## src/hw/rtl/stq_pkg.sv

```systemverilog
// ----------------------------------------------------------------------------
// stq_pkg
// Shared types and constants for the sorted timer queue.
// ----------------------------------------------------------------------------
package stq_pkg;

  localparam int NUM_TIMERS = 16;
  localparam int MAX_FIRES  = 16;
  localparam int RESULT_CAP = 16;
  localparam int FIRE_LIMIT = (MAX_FIRES < RESULT_CAP) ? MAX_FIRES : RESULT_CAP;

  localparam int ID_W   = 4;
  localparam int TIME_W = 64;
  localparam int IDX_W  = $clog2(NUM_TIMERS);
  localparam int CNT_W  = $clog2(NUM_TIMERS + 1);
  localparam int FIRE_W = $clog2(FIRE_LIMIT + 1);

  typedef logic [ID_W-1:0]   id_t;
  typedef logic [TIME_W-1:0] time_t;
  typedef logic [IDX_W-1:0]  idx_t;
  typedef logic [CNT_W-1:0]  cnt_t;
  typedef logic [FIRE_W-1:0] fire_t;

  typedef enum logic [1:0] {
    OP_TICK     = 2'd0,
    OP_START    = 2'd1,
    OP_STOP     = 2'd2,
    OP_STOP_ALL = 2'd3
  } op_t;

  typedef enum logic [3:0] {
    S_IDLE,
    S_UNLINK,
    S_LINK_RD,
    S_LINK_CMP,
    S_TCHK,
    S_TCMP,
    S_TADD,
    S_TEND,
    S_DONE
  } state_t;

endpackage

```

## src/hw/rtl/stq_cmd_if.sv

```systemverilog
// ----------------------------------------------------------------------------
// stq_cmd_if
// Command channel: ticks, timer starts and stops.
// ----------------------------------------------------------------------------
interface stq_cmd_if;
  import stq_pkg::*;

  logic       valid;
  logic       ready;
  logic [1:0] op;
  id_t        timer_id;
  time_t      expires_at;
  logic       periodic;
  time_t      period;
  time_t      now_time;

  modport source (output valid, op, timer_id, expires_at, periodic, period, now_time,
                  input ready);
  modport sink   (input valid, op, timer_id, expires_at, periodic, period, now_time,
                  output ready);
endinterface

```

## src/hw/rtl/stq_res_if.sv

```systemverilog
// ----------------------------------------------------------------------------
// stq_res_if
// Result channel: one beat per firing or per command.
// ----------------------------------------------------------------------------
interface stq_res_if;
  import stq_pkg::*;

  logic valid;
  logic ready;
  logic fired;
  id_t  fired_id;
  logic last;

  modport source (output valid, fired, fired_id, last, input ready);
  modport sink   (input valid, fired, fired_id, last, output ready);
endinterface

```

## src/hw/rtl/stq_ram.sv

```systemverilog
// ----------------------------------------------------------------------------
// stq_ram
// Generic single-write, single-read RAM with registered read data.
// ----------------------------------------------------------------------------
module stq_ram #(
  parameter int WIDTH = 64,
  parameter int DEPTH = 16
) (
  input  logic                     clk,
  input  logic                     we,
  input  logic [$clog2(DEPTH)-1:0] waddr,
  input  logic [WIDTH-1:0]         wdata,
  input  logic                     re,
  input  logic [$clog2(DEPTH)-1:0] raddr,
  output logic [WIDTH-1:0]         rdata
);
  logic [WIDTH-1:0] mem [DEPTH];

  always_ff @(posedge clk) begin
    if (we) begin
      mem[waddr] <= wdata;
    end
    if (re) begin
      rdata <= mem[raddr];
    end
  end
endmodule

```

## src/hw/rtl/stq_alu.sv

```systemverilog
// ----------------------------------------------------------------------------
// stq_alu
// Shared 64-bit adder/subtractor; carry out gives both overflow and compare.
// ----------------------------------------------------------------------------
module stq_alu (
  input  stq_pkg::time_t a,
  input  stq_pkg::time_t b,
  input  logic           sub,
  output stq_pkg::time_t result,
  output logic           carry
);
  import stq_pkg::*;

  time_t b_op;

  // sub: a - b, carry set means a >= b
  assign b_op = sub ? ~b : b;
  assign {carry, result} = {1'b0, a} + {1'b0, b_op} + {{TIME_W{1'b0}}, sub};
endmodule

```

## src/hw/rtl/sorted_timer_queue.sv

```systemverilog
// ----------------------------------------------------------------------------
// sorted_timer_queue
// Timer list kept in expiry order, driven by a sequencer around one shared
// adder/comparator and two expiry/period RAMs.
// ----------------------------------------------------------------------------
// A stop-all clears the list when taken. A stop scans the list for its entry; a start
//   does the same scan on a restart to find the old position, then walks the list to
//   insert, each compare waiting on a registered RAM read.
// A tick checks the head against now for each firing and re-inserts each periodic one.
// One item at a time; a new item is taken while the last result beat waits.
// Reset (synchronous, rst high) empties the list and disarms every timer.
// ----------------------------------------------------------------------------
module sorted_timer_queue (
  input logic       clk,
  input logic       rst,
  stq_cmd_if.sink   cmd,
  stq_res_if.source res
);
  import stq_pkg::*;

  state_t state, state_next;

  op_t    op_r;
  id_t    cur_id;
  time_t  key;
  time_t  now_r;
  cnt_t   pos;
  cnt_t   count;
  fire_t  n_fire;
  logic   pend;
  id_t    pend_id;
  id_t    order [NUM_TIMERS];
  logic [NUM_TIMERS-1:0] armed;
  logic [NUM_TIMERS-1:0] periodic_r;

  // RAM and ALU hookup
  logic   rd_en;
  idx_t   rd_addr;
  logic   exp_we;
  idx_t   exp_waddr;
  time_t  exp_wdata;
  time_t  exp_rdata;
  time_t  per_rdata;
  time_t  alu_a, alu_b, alu_res;
  logic   alu_sub, alu_carry;
  time_t  sat_sum;

  // sequencer outputs
  logic   accept;
  logic   id_ok;
  logic   slot_free;
  logic   push, push_fired, push_last;
  id_t    push_id;
  logic   ord_rm, ord_ins;
  cnt_t   rm_pos;
  logic   scan_end, hit, lt, ge, more;

  idx_t   pos_idx, cur_idx;

  assign pos_idx   = pos[IDX_W-1:0];
  assign cur_idx   = cur_id[IDX_W-1:0];
  assign accept    = cmd.valid && cmd.ready;
  assign id_ok     = int'(cmd.timer_id) < NUM_TIMERS;
  assign slot_free = !res.valid || res.ready;
  assign scan_end  = pos >= count;
  assign hit       = order[pos_idx] == cur_id;
  assign lt        = !alu_carry;
  assign ge        = alu_carry;
  assign more      = (n_fire < FIRE_W'(FIRE_LIMIT)) && (count != '0);
  assign sat_sum   = alu_carry ? '1 : alu_res;

  stq_ram #(.WIDTH(TIME_W), .DEPTH(NUM_TIMERS)) u_exp_ram (
    .clk   (clk),
    .we    (exp_we),
    .waddr (exp_waddr),
    .wdata (exp_wdata),
    .re    (rd_en),
    .raddr (rd_addr),
    .rdata (exp_rdata)
  );

  stq_ram #(.WIDTH(TIME_W), .DEPTH(NUM_TIMERS)) u_per_ram (
    .clk   (clk),
    .we    (accept && op_t'(cmd.op) == OP_START && id_ok),
    .waddr (cmd.timer_id[IDX_W-1:0]),
    .wdata (cmd.period),
    .re    (rd_en),
    .raddr (rd_addr),
    .rdata (per_rdata)
  );

  stq_alu u_alu (
    .a      (alu_a),
    .b      (alu_b),
    .sub    (alu_sub),
    .result (alu_res),
    .carry  (alu_carry)
  );

  // next state
  always_comb begin
    state_next = state;
    case (state)
      S_IDLE: begin
        if (cmd.valid) begin
          case (op_t'(cmd.op))
            OP_TICK:  state_next = S_TCHK;
            OP_START: state_next = !id_ok ? S_DONE :
                                   armed[cmd.timer_id[IDX_W-1:0]] ? S_UNLINK : S_LINK_RD;
            OP_STOP:  state_next = (id_ok && armed[cmd.timer_id[IDX_W-1:0]]) ?
                                   S_UNLINK : S_DONE;
            default:  state_next = S_DONE;
          endcase
        end
      end
      S_UNLINK: begin
        if (scan_end || hit) begin
          state_next = (op_r == OP_START) ? S_LINK_RD : S_DONE;
        end
      end
      S_LINK_RD: begin
        if (scan_end) begin
          state_next = (op_r == OP_TICK) ? S_TCHK : S_DONE;
        end else begin
          state_next = S_LINK_CMP;
        end
      end
      S_LINK_CMP: begin
        if (lt) begin
          state_next = S_LINK_RD;
        end else begin
          state_next = (op_r == OP_TICK) ? S_TCHK : S_DONE;
        end
      end
      S_TCHK:  state_next = more ? S_TCMP : S_TEND;
      S_TCMP: begin
        if (!ge) begin
          state_next = S_TEND;
        end else if (!pend || slot_free) begin
          state_next = periodic_r[cur_idx] ? S_TADD : S_TCHK;
        end
      end
      S_TADD:  state_next = S_LINK_RD;
      S_TEND:  state_next = slot_free ? S_IDLE : S_TEND;
      S_DONE:  state_next = slot_free ? S_IDLE : S_DONE;
      default: state_next = S_IDLE;
    endcase
  end

  // sequencer outputs
  always_comb begin
    cmd.ready  = state == S_IDLE;
    rd_en      = 1'b0;
    rd_addr    = order[pos_idx][IDX_W-1:0];
    exp_we     = 1'b0;
    exp_waddr  = cmd.timer_id[IDX_W-1:0];
    exp_wdata  = cmd.expires_at;
    alu_a      = exp_rdata;
    alu_b      = key;
    alu_sub    = 1'b1;
    push       = 1'b0;
    push_fired = 1'b0;
    push_id    = '0;
    push_last  = 1'b1;
    ord_rm     = 1'b0;
    ord_ins    = 1'b0;
    rm_pos     = pos;
    case (state)
      S_IDLE: begin
        exp_we = accept && op_t'(cmd.op) == OP_START && id_ok;
      end
      S_UNLINK: begin
        ord_rm = !scan_end && hit;
      end
      S_LINK_RD: begin
        rd_en   = !scan_end;
        ord_ins = scan_end;
      end
      S_LINK_CMP: begin
        ord_ins = !lt;
      end
      S_TCHK: begin
        rd_en   = more;
        rd_addr = order[0][IDX_W-1:0];
      end
      S_TCMP: begin
        alu_a = now_r;
        alu_b = exp_rdata;
        if (ge && (!pend || slot_free)) begin
          ord_rm     = 1'b1;
          rm_pos     = '0;
          push       = pend;
          push_fired = 1'b1;
          push_id    = pend_id;
          push_last  = 1'b0;
        end
      end
      S_TADD: begin
        alu_a     = exp_rdata;
        alu_b     = per_rdata;
        alu_sub   = 1'b0;
        exp_we    = 1'b1;
        exp_waddr = cur_idx;
        exp_wdata = sat_sum;
      end
      S_TEND: begin
        push       = slot_free;
        push_fired = pend;
        push_id    = pend ? pend_id : '0;
      end
      S_DONE: begin
        push = slot_free;
      end
      default: ;
    endcase
  end

  always_ff @(posedge clk) begin
    if (rst) begin
      state <= S_IDLE;
    end else begin
      state <= state_next;
    end
  end

  // control and list state
  always_ff @(posedge clk) begin
    if (rst) begin
      count <= '0;
      armed <= '0;
      pend  <= 1'b0;
    end else begin
      case (state)
        S_IDLE: begin
          if (accept) begin
            op_r   <= op_t'(cmd.op);
            cur_id <= cmd.timer_id;
            key    <= cmd.expires_at;
            now_r  <= cmd.now_time;
            pos    <= '0;
            n_fire <= '0;
            pend   <= 1'b0;
            if (op_t'(cmd.op) == OP_START && id_ok) begin
              periodic_r[cmd.timer_id[IDX_W-1:0]] <= cmd.periodic;
            end
            if (op_t'(cmd.op) == OP_STOP_ALL) begin
              armed <= '0;
              count <= '0;
            end
          end
        end
        S_UNLINK: begin
          if (scan_end || hit) begin
            pos <= '0;
          end else begin
            pos <= pos + 1'b1;
          end
          if (ord_rm) begin
            count <= count - 1'b1;
            if (op_r == OP_STOP) begin
              armed[cur_idx] <= 1'b0;
            end
          end
        end
        S_LINK_RD, S_LINK_CMP: begin
          if (ord_ins) begin
            count          <= count + 1'b1;
            armed[cur_idx] <= 1'b1;
          end else if (state == S_LINK_CMP) begin
            pos <= pos + 1'b1;
          end
        end
        S_TCHK: begin
          cur_id <= order[0];
        end
        S_TCMP: begin
          if (ord_rm) begin
            count   <= count - 1'b1;
            n_fire  <= n_fire + 1'b1;
            pend    <= 1'b1;
            pend_id <= cur_id;
            if (!periodic_r[cur_idx]) begin
              armed[cur_idx] <= 1'b0;
            end
          end
        end
        S_TADD: begin
          key <= sat_sum;
          pos <= '0;
        end
        default: ;
      endcase
    end
  end

  // order list: ids of armed timers, earliest expiry first
  always_ff @(posedge clk) begin
    if (ord_rm) begin
      for (int k = 0; k < NUM_TIMERS - 1; k++) begin
        if (k >= int'(rm_pos)) begin
          order[k] <= order[k+1];
        end
      end
    end
    if (ord_ins) begin
      for (int k = 1; k < NUM_TIMERS; k++) begin
        if (k > int'(pos)) begin
          order[k] <= order[k-1];
        end
      end
      order[pos_idx] <= cur_id;
    end
  end

  // result register
  always_ff @(posedge clk) begin
    if (rst) begin
      res.valid <= 1'b0;
    end else if (push) begin
      res.valid <= 1'b1;
    end else if (res.ready) begin
      res.valid <= 1'b0;
    end
  end

  always_ff @(posedge clk) begin
    if (push) begin
      res.fired    <= push_fired;
      res.fired_id <= push_id;
      res.last     <= push_last;
    end
  end

  a_count_bound: assert property (@(posedge clk) disable iff (rst)
    count <= CNT_W'(NUM_TIMERS))
    else $error("queue count beyond timer count");

  a_armed_match: assert property (@(posedge clk) disable iff (rst)
    state == S_IDLE |-> $countones(armed) == int'(count))
    else $error("armed flags disagree with queue count");

  a_idle_beat: assert property (@(posedge clk) disable iff (rst)
    res.valid && !res.fired |-> res.last && res.fired_id == '0)
    else $error("non-firing beat must be a lone last beat");

  a_one_at_time: assert property (@(posedge clk) disable iff (rst)
    accept |=> !cmd.ready)
    else $error("second item taken while one is in progress");

endmodule

```

## src/flat_wrapper.sv

```systemverilog
// flat-port wrapper written by rule: the top's interface ports become plain ports
module sorted_timer_queue_flat import stq_pkg::*;
  (clk, rst, cmd_valid, cmd_op, cmd_timer_id, cmd_expires_at, cmd_periodic, cmd_period, cmd_now_time, cmd_ready, res_valid, res_fired, res_fired_id, res_last, res_ready);
  stq_cmd_if cmd_i ();
  stq_res_if res_i ();
  input logic clk;
  input logic rst;
  input wire logic [$bits(cmd_i.valid)-1:0] cmd_valid;
  input wire logic [$bits(cmd_i.op)-1:0] cmd_op;
  input wire logic [$bits(cmd_i.timer_id)-1:0] cmd_timer_id;
  input wire logic [$bits(cmd_i.expires_at)-1:0] cmd_expires_at;
  input wire logic [$bits(cmd_i.periodic)-1:0] cmd_periodic;
  input wire logic [$bits(cmd_i.period)-1:0] cmd_period;
  input wire logic [$bits(cmd_i.now_time)-1:0] cmd_now_time;
  output wire logic [$bits(cmd_i.ready)-1:0] cmd_ready;
  output wire logic [$bits(res_i.valid)-1:0] res_valid;
  output wire logic [$bits(res_i.fired)-1:0] res_fired;
  output wire logic [$bits(res_i.fired_id)-1:0] res_fired_id;
  output wire logic [$bits(res_i.last)-1:0] res_last;
  input wire logic [$bits(res_i.ready)-1:0] res_ready;
  assign cmd_i.valid = cmd_valid;
  assign cmd_i.op = cmd_op;
  assign cmd_i.timer_id = cmd_timer_id;
  assign cmd_i.expires_at = cmd_expires_at;
  assign cmd_i.periodic = cmd_periodic;
  assign cmd_i.period = cmd_period;
  assign cmd_i.now_time = cmd_now_time;
  assign cmd_ready = cmd_i.ready;
  assign res_valid = res_i.valid;
  assign res_fired = res_i.fired;
  assign res_fired_id = res_i.fired_id;
  assign res_last = res_i.last;
  assign res_i.ready = res_ready;
  sorted_timer_queue u_core (.clk(clk), .rst(rst), .cmd(cmd_i), .res(res_i));
endmodule
```

## config.mk

```make
export PLATFORM = sky130hd
export DESIGN_NAME = sorted_timer_queue_flat
export DESIGN_NICKNAME = d
export VERILOG_FILES = /design/src/hw/rtl/stq_pkg.sv /design/src/hw/rtl/stq_cmd_if.sv /design/src/hw/rtl/stq_res_if.sv /design/src/hw/rtl/stq_ram.sv /design/src/hw/rtl/stq_alu.sv /design/src/hw/rtl/sorted_timer_queue.sv /design/src/flat_wrapper.sv
export SDC_FILE = /design/constraint.sdc
export NUM_CORES = 2
export LEC_CHECK = 0
export BUFFER_PORTS_ARGS = -buffer_cell sky130_fd_sc_hd__buf_2
export CAP_MARGIN = 30
export CORE_AREA = 2 2 478 835
export DETAILED_ROUTE_END_ITERATION = 16
export DIE_AREA = 0 0 480 837
export SLEW_MARGIN = 20
export SYNTH_ARGS = -nofsm -noshare
export SYNTH_HDL_FRONTEND = slang
export SYNTH_SLANG_ARGS = --single-unit
```

## constraint.sdc

```tcl
create_clock -name clk -period 11.3 [get_ports clk]
set_input_delay 2.26 -clock clk [delete_from_list [all_inputs] [get_ports clk]]
set_output_delay 2.26 -clock clk [all_outputs]
set_load 0.1 [all_outputs]
```

* Word-level counts from Yosys, hierarchy flattened
Memory sizes are Yosys's and may differ from the RTL's. A register that Yosys moved wholly into a read port is not among the register bits. Cells that the tools add are included.
Storage, ports and cells: flip-flop bits (word level) 197, bits in writable memories 2112, output and inout port bits 8, logic and storage cells 336, memories 3
Memories:
- u_core.u_exp_ram.mem | depth 16, bits a word 64, rd ports 1, clocked after Yosys merged registers in 1, wr ports 1, RTL line stq_ram.sv:17 | logic [WIDTH-1:0] mem [DEPTH];
- u_core.u_per_ram.mem | depth 16, bits a word 64, rd ports 1, clocked after Yosys merged registers in 1, wr ports 1, RTL line stq_ram.sv:17
- u_core.order | depth 16, bits a word 4, rd ports 17, clocked after Yosys merged registers in 1, wr ports 16, RTL line sorted_timer_queue.sv:32 | id_t order [NUM_TIMERS];
Cells by class: add/sub/neg operators 6, order comparisons 36, eq/ne operators 27, muxes and demuxes 190, bitwise gates (word level) 19, reduce and logical (&&, ||, !) cells 39
Operator list (number):
- two-way mux 64 bit | 5
- one-hot mux 64 bit (2 select lines) | 2
- two-way mux 4 bit | 32
- two-way mux 16 bit | 7
- two-way mux 1 bit | 109
- adder 64 x 64 -> 65 bit | 1
- adder 65 x 1 -> 65 bit | 1
- inverter 64 bit | 1
- one-hot mux 16 bit (4 select lines) | 1
- two-way mux 5 bit | 11
- > comparator 4 x 5 -> 1 bit, first input constant | 8
- one-hot mux 4 bit (9 select lines) | 1
- >= comparator 4 x 5 -> 1 bit, first input constant | 7
- >= comparator 3 x 5 -> 1 bit, first input constant | 4
- > comparator 3 x 5 -> 1 bit, first input constant | 4
- one-hot mux 5 bit (4 select lines) | 1
- AND reduction 3 bit | 6
- AND 16 bit | 1
- bitwise mux 16 bit | 1
- == test 4 x 3 -> 1 bit, second input constant | 4
- inverter 16 bit | 1
- OR 16 bit | 1
- one-hot mux 4 bit (2 select lines) | 2
- adder 5 x 1 -> 5 bit, second input constant | 3
- 42 further kinds | 103

* Logic depth before layout (Yosys ltp)
depth in word-level cells 14, mapped depth 23

* Modules after synthesis
From an unflattened synthesis, not the netlist that was laid out.
Second synthesis, totals: cells, all modules 5561, area total of the unflattened synthesis 99868.3 µm²
Modules (own cells, without submodules):
- stq_ram | instances 2, cells an instance 1647, area an instance 40222.3 µm², seq. area each 32671.3 µm²
- sorted_timer_queue | instances 1, cells an instance 1598, area an instance 14921.8 µm², seq. area each 7647.3 µm²
- stq_alu | instances 1, cells an instance 669, area an instance 4501.8 µm², seq. area each 0.0 µm²

* Worst setup path after synthesis
Ideal clock, no wire load.
path kind reg-to-reg, start reg u_core.pos[0], end reg u_core.u_exp_ram.rdata[0], read port of u_core.u_exp_ram.mem, enable pin, setup time 772 ps, arrival 10507 ps, required time 10528 ps, slack 21 ps, cell stages (with the launch flop) 10, buffers on the path 0, cell sequence edfxtp_1 > inv_1 > ha_1 > nand2b_1 > a21o_1 > a21o_1 > a21o_1 > a21oi_1 > a22oi_1 > nor3_1
Between the ends: cells in the longest elaborated chain, start to end 3
RTL lines:
- start: declaration | RTL line sorted_timer_queue.sv:27 | cnt_t pos;
- start signal: assignment | RTL line sorted_timer_queue.sv:256 | pos <= pos + 1'b1;
- start signal: assignment | RTL line sorted_timer_queue.sv:270 | pos <= pos + 1'b1;
- >= comparator 5 bit | RTL line sorted_timer_queue.sv:65 | assign scan_end = pos >= count;
- logical NOT 1 bit | RTL line sorted_timer_queue.sv:176 | rd_en = !scan_end;
- one-hot mux 1 bit (2 select lines) | RTL line sorted_timer_queue.sv:168 | case (state)
- via u_core.rd_en | RTL line sorted_timer_queue.sv:37 | logic rd_en;
- end: declaration | RTL line stq_ram.sv:15 | output logic [WIDTH-1:0] rdata
The timed path passes the listed nets, and every way through them passes these cells. A chain may end at the register's enable or synchronous reset.

* Final worst setup path
start reg u_core.state[2], end mem u_core.u_exp_ram.mem[15][22] (data pin)
Between the ends: cells in the longest elaborated chain, start to end 8
RTL lines:
- start: declaration | RTL line sorted_timer_queue.sv:21 | state_t state, state_next;
- start signal: assignment | RTL line sorted_timer_queue.sv:222 | state <= state_next;
- == test 4 x 3 -> 1 bit | RTL line sorted_timer_queue.sv:168
- one-hot mux 64 bit (2 select lines) | RTL line sorted_timer_queue.sv:168
- inverter 64 bit | RTL line stq_alu.sv:17 | assign b_op = sub ? ~b : b;
- two-way mux 64 bit | RTL line stq_alu.sv:17
- adder 64 x 64 -> 65 bit | RTL line stq_alu.sv:18 | assign {carry, result} = {1'b0, a} + {1'b0, b_op} + {{TIME_W{1'b0}}, sub};
- adder 65 x 1 -> 65 bit | RTL line stq_alu.sv:18
- two-way mux 64 bit | RTL line sorted_timer_queue.sv:70 | assign sat_sum = alu_carry ? '1 : alu_res;
- two-way mux 64 bit (*) | RTL line sorted_timer_queue.sv:168
- via u_core.exp_wdata[22] | RTL line sorted_timer_queue.sv:41 | time_t exp_wdata;
- end: declaration | RTL line stq_ram.sv:17
Mark *: on every way through the listed nets, which the timed path passes. The rest lies on a longest branch.

==> results.json <==
{
  "rows": 305,
  "whs_path_depth": 2,
  "cts_num_sinks": 2441,
  "drive_above_1_share_pct": 10.1,
  "synth_top_area_share_pct": 70.7,
  "clk_latency_ns": 0.93,
  "htreeDepth": 4,
  "netlist_area_sq_um": 102000,
  "cts_tree": "yes",
  "antenna_found_initial": 78,
  "synth-async-reset-ratio_pct": 0,
  "clockBufferDepth": 4,
  "synth-edff-count": 2410,
  "yosys_warnings": 0,
  "synth_most_common_cell": "edfxtp_1",
  "yosys-top-cells-count": "edfxtp_1, nand2_1, nand3_1",
  "via_count": 68100,
  "hold_viol": 0,
  "cts_buffers": 213,
  "grt-ovfl-total": 0,
  "hold_buffers": 0,
  "drtPass1Iterations": 8,
  "final_util_pct": 29.6,
  "cp-start-kind": "flop",
  "routed_wl_um": 328000,
  "cap_violations": 0,
  "yosysSeqAreaShare_pct": 71.3,
  "ant_nets": 0,
  "fin_crit_sh_pct": 62.9,
  "drtIter0Drc": 6512,
  "cts_resized": 0,
  "area_delta_synth_final_pct": 14.2,
  "ff2ff_path_depth": 15,
  "holdPathEnd": "u_core.armed[13]",
  "final_net_count": 8478,
  "ys_ff_latch": 2441,
  "powerDensity_nw_per_um2": 199,
  "stdcell_count": 13600,
  "endpoint_kind": "flop",
  "regArea_sq_um": 73000,
  "die_height_um": 837,
  "r2r_setup_slack_ns": 4.20,
  "crit_type": "flop to flop",
  "rsz0062_at_grt": "no",
  "place.gp.congestion": 0.940,
  "syn_nets": 8405,
  "die_area_sq_um": 402000,
  "grt_usage_pct": 15.6,
  "initial_core_util_pct": 25.9,
  "place_ws_ns": 4.24,
  "fin_crit_ns": 7.10,
  "slew_headroom_pct": 30.1,
  "remaining_drc_errors": 0,
  "grt_pass1_vias": 65200,
  "grt_max_degree": 158,
  "leakage_nw": 39.2,
  "outcome": "finished clean",
  "cts_setup_buffers": 0,
  "crit_required_ns": 11.82,
  "grt_pass1_wl_um": 462000,
  "max_freq_mhz": 141,
  "synth_top_cells_by_area": "edfxtp_1, nand2_1, a311oi_1",
  "holdCritPathClass": "flop to flop",
  "dpl.hpwl_um": 202000,
  "reg2reg_to": "u_core.u_exp_ram.mem[15][22]",
  "avgSynthCellArea_sq_um": 12.6,
  "fin_setup_tns_ns": 0,
  "synthCells": 8124,
  "viasPerCell": 5.00,
  "dieWidth_um": 480,
  "clkSlewWorstSetupHoldPaths_ns": 0.07,
  "routedWlPerCell_um": 24.1,
  "root_buffer": "clkbuf_16",
  "worst_pin_slew_ns": 1.05,
  "cp.arrival_ns": 7.63,
  "fillCellCount": 39500,
  "hold_start": "u_core.armed[13]",
  "portBuffers": 210,
  "coreArea_sq_um": 395000,
  "multi_input_area_sq_um": 27500,
  "yosys_most_used_dff": "edfxtp_1",
  "pin_count": 211,
  "fin_ws_ns": 4.20,
  "dp.cells": 13200,
  "yosys.area.top_type": "edfxtp_1",
  "synth_cell_types": 80,
  "setup_viol": 0,
  "whs_ns": 0.487,
  "path_max_fanout": 75,
  "worstReg2RegStart": "u_core.state[2]",
  "peakVddDrop_v": 0.000141,
  "slew_viol_final": 0,
  "finalClockSkew_ns": 0.0790
}
[cell usage in the layout (no fill, tap or decap), drive strengths merged, types with 13 or more instances in the layout]
master / netlist / routed
mux2i: 60 / 60
xnor2: 35 / 35
edfxtp: 2410 / 2410
nand2: 2352 / 2352
a211oi: 34 / 34
o21ai: 92 / 92
nor2: 290 / 290
xor2: 36 / 36
nand4: 13 / 13
clkbuf: 498 / 249
a21o: 46 / 46
and3: 266 / 266
mux4: 26 / 26
and2: 34 / 34
diode: 0 / 22
inv: 34 / 41
a311oi: 385 / 385
clkinv: 0 / 89
nor3: 41 / 41
o221a: 14 / 14
or3: 13 / 13
a221oi: 69 / 69
a21oi: 285 / 285
buf: 64 / 417
o21a: 15 / 15
a31oi: 180 / 180
nand3: 530 / 530
ha: 76 / 76
a21boi: 13 / 13
nor2b: 28 / 28
bufinv: 0 / 25
mux2: 14 / 14
dfxtp: 31 / 31
[layer usage]
| layer | global-route usage, % | up-vias | part of all wire, % | routed length, um |
|---|---|---|---|---|
| li1 | - | 30300 | - | - |
| met1 | 18.1 | 34300 | 37 | 122000 |
| met2 | 27.4 | 2730 | 50 | 164000 |
| met3 | 2.64 | 719 | 7.1 | 23300 |
| met4 | 8.17 | 30 | 5.8 | 18900 |
| met5 | 0 | - | 0.061 | 199 |
[how the worst max path moves through the flow]
stage,cells past startpoint,start,end
6_report,15,u_core.state[2],u_core.u_exp_ram.mem[15][22]
5_1_grt,17,u_core.state[2],u_core.count[4]
4_1_cts,16,u_core.state[2],u_core.u_exp_ram.mem[3][58]
3_5_place_dp,16,u_core.state[2],u_core.u_exp_ram.mem[12][58]
3_3_place_gp,16,u_core.state[2],u_core.u_exp_ram.mem[12][58]
2_1_floorplan,9,u_core.pos[0],u_core.u_exp_ram.rdata[0]
[power by group]
group / internal, mW / leakage [nW] / total (mW) / switching, mW
Sequential: 10.2 / 22.0 / 10.3 / 0.127
Combinational: 1.61 / 13.9 / 5.57 / 3.96
Clock: 4.04 / 3.30 / 7.34 / 3.30
Total: 15.9 / 39.2 / 23.2 / 7.39
[critical path, stage by stage, from the launching register on]
cell and delay, ns:
dfxtp_1 0.75, nor4bb_4 0.39, buf_4 0.62, buf_4 0.75
a221oi_1 0.22, ha_1 0.46, a21o_1 0.22, a21o_1 0.18
a21oi_1 0.29, o21ai_0 0.13, a221oi_1 0.49, a31oi_1 0.30
nor2_4 0.27, buf_4 0.67, nand2_1 0.44, o22a_1 0.51
[layout make-up]
| class | count | area share [%] |
|---|---|---|
| Sequential cell | 2441 | 62.4 |
| Multi-Input combinational cell | 5087 | 23.5 |
| Tap cell | 5219 | 5.59 |
| Clock buffer | 246 | 4.68 |
| Timing Repair Buffer | 420 | 2.47 |
| Clock inverter | 132 | 1.15 |
| Inverter | 34 | 0.109 |
| Antenna cell | 22 | 0.0471 |
[flip-flops by register name, indices dropped and copies added (netlist names), 2 cells and up, named ones only]
name,flops
u_core.u_exp_ram.rdata,64
u_core.n_fire,5
u_core.count,5
u_core.order,64
u_core.u_per_ram.mem,1024
u_core.state,4
u_core.u_per_ram.rdata,64
u_core.periodic_r,16
u_core.key,64
u_core.res.fired_id,4
u_core.pend_id,4
u_core.pos,5
u_core.armed,16
u_core.cur_id,4
u_core.op_r,2
u_core.u_exp_ram.mem,1024
u_core.now_r,64
[stage by stage]
stage | cell area, sq um | total power [mW]
floorplan | 102000 | 14.1
global placement | 110000 | 16.0
detailed placement | 110000 | 16.1
CTS | 117000 | 23.4
global route | 117000 | 24.1
finish | 117000 | 23.2
[logic make-up after synthesis]
family                   Yosys count  synth area share [%]
XOR/XNOR                          71                 0.608
adder cells (fa/ha/maj)           78                 0.968
AO/OA/AOI/OAI                   1218                  8.50
AND/OR/NAND/NOR                 3620                  15.1
buffers and inverters            596                  2.22
flip-flops                      2441                  71.3
multiplexers                     100                  1.31
Note: power is estimated with default switching activity, not from simulation.
